--- src/rtl/tnfp_pkg.sv ---
// ============================================================================
// tnfp_pkg: shared types and constants of the two-node first-fit placer
// Operation, status and node codes, the host entry layout and the
// saturating credit used on release.
// ============================================================================
package tnfp_pkg;

   localparam int unsigned AMT_W  = 11;
   localparam int unsigned HOST_W = 8;

   localparam logic [AMT_W-1:0] CAP_LIMIT = 11'd1024;

   localparam logic [1:0] OP_PLACE   = 2'd0;
   localparam logic [1:0] OP_RELEASE = 2'd1;
   localparam logic [1:0] OP_ADD     = 2'd2;

   localparam logic [1:0] ST_DONE   = 2'd0;
   localparam logic [1:0] ST_NOFIT  = 2'd1;
   localparam logic [1:0] ST_FULL   = 2'd2;
   localparam logic [1:0] ST_UNUSED = 2'd3;

   localparam logic [1:0] NODE_A    = 2'd0;
   localparam logic [1:0] NODE_B    = 2'd1;
   localparam logic [1:0] NODE_BOTH = 2'd2;

   typedef struct packed {
      logic [AMT_W-1:0] cores_a;
      logic [AMT_W-1:0] cores_b;
      logic [AMT_W-1:0] mem_a;
      logic [AMT_W-1:0] mem_b;
   } entry_type;

   typedef struct packed {
      logic       fit;
      logic [1:0] where;
      entry_type  entry;
   } alu_result_type;

   function automatic logic [AMT_W-1:0] credit(logic [AMT_W-1:0] have,
                                               logic [AMT_W-1:0] amount);
      logic [AMT_W:0] sum;
      sum = {1'b0, have} + {1'b0, amount};
      return (sum > {1'b0, CAP_LIMIT}) ? CAP_LIMIT : sum[AMT_W-1:0];
   endfunction

endpackage

--- src/rtl/tnfp_alu.sv ---
// ============================================================================
// tnfp_alu: fit check and update unit
// Tests one host entry against a place request and forms the debited
// entry, or forms the credited entry of a release.
// ============================================================================
module tnfp_alu (
   input  logic [1:0]                     operation,
   input  logic [tnfp_pkg::AMT_W-1:0]     cores,
   input  logic [tnfp_pkg::AMT_W-1:0]     memories,
   input  logic                           dual,
   input  logic [1:0]                     release_where,
   input  tnfp_pkg::entry_type            entry_in,
   output tnfp_pkg::alu_result_type       result
);

   logic [tnfp_pkg::AMT_W-1:0] half_cores;
   logic [tnfp_pkg::AMT_W-1:0] half_mem;
   logic                       fit_a;
   logic                       fit_b;
   logic                       fit_dual;

   assign half_cores = cores >> 1;
   assign half_mem   = memories >> 1;

   assign fit_dual = (entry_in.cores_a >= half_cores) && (entry_in.cores_b >= half_cores) &&
                     (entry_in.mem_a >= half_mem) && (entry_in.mem_b >= half_mem);
   assign fit_a    = (entry_in.cores_a > entry_in.cores_b) &&
                     (entry_in.cores_a >= cores) && (entry_in.mem_a >= memories);
   assign fit_b    = (entry_in.cores_b >= cores) && (entry_in.mem_b >= memories);

   always_comb begin
      result.fit   = 1'b0;
      result.where = tnfp_pkg::NODE_B;
      result.entry = entry_in;
      if (operation == tnfp_pkg::OP_RELEASE) begin
         result.fit = 1'b1;
         case (release_where)
            tnfp_pkg::NODE_BOTH: begin
               result.where         = tnfp_pkg::NODE_BOTH;
               result.entry.cores_a = tnfp_pkg::credit(entry_in.cores_a, half_cores);
               result.entry.cores_b = tnfp_pkg::credit(entry_in.cores_b, half_cores);
               result.entry.mem_a   = tnfp_pkg::credit(entry_in.mem_a, half_mem);
               result.entry.mem_b   = tnfp_pkg::credit(entry_in.mem_b, half_mem);
            end
            tnfp_pkg::NODE_A: begin
               result.where         = tnfp_pkg::NODE_A;
               result.entry.cores_a = tnfp_pkg::credit(entry_in.cores_a, cores);
               result.entry.mem_a   = tnfp_pkg::credit(entry_in.mem_a, memories);
            end
            default: begin
               result.where         = tnfp_pkg::NODE_B;
               result.entry.cores_b = tnfp_pkg::credit(entry_in.cores_b, cores);
               result.entry.mem_b   = tnfp_pkg::credit(entry_in.mem_b, memories);
            end
         endcase
      end else if (dual) begin
         result.fit           = fit_dual;
         result.where         = tnfp_pkg::NODE_BOTH;
         result.entry.cores_a = entry_in.cores_a - half_cores;
         result.entry.cores_b = entry_in.cores_b - half_cores;
         result.entry.mem_a   = entry_in.mem_a - half_mem;
         result.entry.mem_b   = entry_in.mem_b - half_mem;
      end else if (fit_a) begin
         result.fit           = 1'b1;
         result.where         = tnfp_pkg::NODE_A;
         result.entry.cores_a = entry_in.cores_a - cores;
         result.entry.mem_a   = entry_in.mem_a - memories;
      end else begin
         result.fit           = fit_b;
         result.where         = tnfp_pkg::NODE_B;
         result.entry.cores_b = entry_in.cores_b - cores;
         result.entry.mem_b   = entry_in.mem_b - memories;
      end
   end

endmodule

--- config.mk ---
export PLATFORM = sky130hd
export DESIGN_NAME = tnfp_alu
export DESIGN_NICKNAME = d
export VERILOG_FILES = /design/src/rtl/tnfp_pkg.sv /design/src/rtl/tnfp_alu.sv
export SDC_FILE = /design/constraint.sdc
export NUM_CORES = 1
export LEC_CHECK = 0
export BUFFER_PORTS_ARGS = -buffer_cell sky130_fd_sc_hd__buf_2
export CAP_MARGIN = 10
export CORE_MARGIN = 4
export CORE_UTILIZATION = 50
export DETAILED_ROUTE_END_ITERATION = 16
export PLACE_DENSITY = 0.68
export SLEW_MARGIN = 0
export SYNTH_ARGS = -nofsm -noshare
export SYNTH_HDL_FRONTEND = slang
export SYNTH_SLANG_ARGS = --single-unit
--- constraint.sdc ---
create_clock -name vclk -period 7.9
set_input_delay 0.395 -clock vclk [all_inputs]
set_output_delay 0.395 -clock vclk [all_outputs]
set_load 0.05 [all_outputs]
==> qor.txt <==
Mapped Cells: 1485
Max_cap viols: 0
DR pass1 iterations: 5
Die Ht: 151 µm
Cell variety after synth: 96
HPWL Detailed: 28.9 mm
Setup crit start kind: primary input
Initial Util: 0.508
Post-Syn Area: 10300 µm²
Initial DRC Count: 966
Fmax: 0.201 GHz
WHS: 1440 ps
Worst-Margin Slew: 1040 ps
Slew headroom: 0.297
Setup slack after layout: 2930 ps
Post-CTS Hold Fix Bufs: 0
Placer Congestion: 0.962
Synth warn: 0
Final core occ: 0.536
Die footprint: 22900 µm²
Layout area overhead: 5.50%
Routed Antenna Nets: 0
Vias in the first global route: 10500
Tmin final: 4970 ps
LEAKAGE: 4.78 nW
Core ar.: 20200 µm²
Dpl ws: 2990 ps
Largest net degree at the start of global routing: 62
Initial antenna violation count: 1
CP required: 7510 ps
Share of layout cells above drive strength 1: 0.106
Worst Path Max Fanout: 52
Clock buf count: 0
Num rows: 52
# nets final: 1789
Part of the Yosys area used for sequential elements: 0
GR Overflow Total: 0
WS Path Type: primary input to output pin
First-pass GRT wire length: 56.7 mm
Mapped Nets: 1751
Vias: 11400
Top Ports: 118
Post-cts sizing count: 0
DRC Markers: 0
Die W: 151 µm
Power Dens Cells: 97.7 nW/µm²
Via-to-Cell Ratio: 6.34
Detailed Route WL: 36.0 mm
Fin. Hold Viols: 0
Routed length per placed instance: 20.1 µm
HP Class: primary input to output pin
Total power: 1.06 mW
Status: finished clean
Tcrit/Tclk final: 0.629
Worst hold start: entry_in[11]
WHS Path Cells: 4
Synth Area per Inst: 6.92 µm²
Hold EP: result[11]
Worst IR Drop VDD: 77.3 µV
Port Buffers: 118
FF+latch area: 0 µm²
Crit path DAT: 4570 ps
CP endpoint kind: output pin
FF+latch count: 0
Fin Setup TNS: 0 ps
RSZ-0062 raised after global routing: false
Max Slew Vio Count: 0
Total track usage: 0.305
Setup repair bufs after CTS: 0
Final Setup Violations: 0
## worst max path at each step
| stage | from | end | slack (ps) | cells after the start |
|---|---|---|---|---|
| after floorplan | cores[1] | result[24] | 3690 | 10 |
| after global placement | cores[2] | result[10] | 3070 | 14 |
| after detailed placement | cores[2] | result[10] | 2990 | 14 |
| after CTS | cores[2] | result[10] | 2980 | 14 |
| after global routing | cores[2] | result[9] | 2640 | 14 |
| final | cores[2] | result[10] | 2930 | 14 |
## Yosys cell counts (all sizes together) (13+ instances only)
| master | instances | share of area |
|---|---|---|
| ha | 179 | 0.22 |
| a21oi | 146 | 0.071 |
| nor2 | 127 | 0.047 |
| o21ai | 117 | 0.057 |
| inv | 107 | 0.039 |
| nand2 | 89 | 0.033 |
| xnor2 | 81 | 0.069 |
| clkbuf | 67 | 0.028 |
| nor2b | 54 | 0.033 |
| a221oi | 44 | 0.038 |
| nor3 | 42 | 0.022 |
| xor2 | 36 | 0.031 |
| a211oi | 32 | 0.023 |
| nand2b | 31 | 0.019 |
| o21bai | 27 | 0.020 |
| a21o | 23 | 0.017 |
| buf | 22 | 0.014 |
| nand4 | 20 | 0.012 |
| fa | 16 | 0.031 |
| nand3 | 16 | 0.0078 |
| o31ai | 15 | 0.011 |
| or3 | 14 | 0.0090 |
| o211ai | 13 | 0.010 |
## critical path, cell delays in order
cell	delay, ps
buf_2	270
inv_1	160
ha_1	440
o21a_1	230
o31a_1	120
o41ai_1	390
a21oi_1	230
o211ai_4	680
buf_4	620
inv_2	260
a21oi_1	180
o21ai_0	100
a31o_2	260
buf_2	210
## cell usage in the layout (no fill, tap or decap), drive strengths merged, types with 9 or more instances in the layout
cell	instances
ha	179
a21oi	146
nor2	127
buf	125
o21ai	117
inv	107
nand2	89
xnor2	81
nor2b	54
a221oi	44
nor3	42
xor2	36
a211oi	32
nand2b	31
o21bai	27
a21o	23
nand4	20
nand3	16
fa	16
o31ai	15
or3	14
o211ai	13
o21a	11
a22oi	11
nand3b	9
## stage by stage
step                      instances  area [µm²]
after floorplan                1485       10300
after global placement         1790       10800
after detailed placement       1790       10800
after CTS                      1790       10800
after global routing           1792       10800
final                          1792       10800
## area by class of cell
class              instances  area, µm²
diodes                     1       2.50
fillers                 2060       9400
inverters                108        405
multi-input cells       1288       9450
well taps                270        338
repair buffers           125        643
## per-layer routing
layer	part of all wire	wire length, µm	vias up	track usage
met5	0	0	-	0
met4	0.017	595	0	0.0499
met3	0.090	3230	48	0.0347
met2	0.44	15700	503	0.478
met1	0.46	16500	5326	0.453
li1	-	-	5492	-
## report_power, final
| part | internal, mW | switching (mW) |
|---|---|---|
| Sequential | 0 | 0 |
| Clock | 0.0000000170 | 0 |
| Combinational | 0.366 | 0.693 |
## cell families (layout without fill, tap and decap cells)
| group | Yosys count | in the layout | synth area share |
|---|---|---|---|
| mux | 3 | 3 | 0.00304 |
| simple gates | 446 | 446 | 0.223 |
| fa+ha+maj | 195 | 195 | 0.249 |
| other cells | 0 | 1 | 0 |
| compound gates | 527 | 527 | 0.343 |
| buf+inv | 197 | 233 | 0.0812 |
| xor+xnor | 117 | 117 | 0.100 |
No activity file was read; power rests on OpenSTA's default activity.
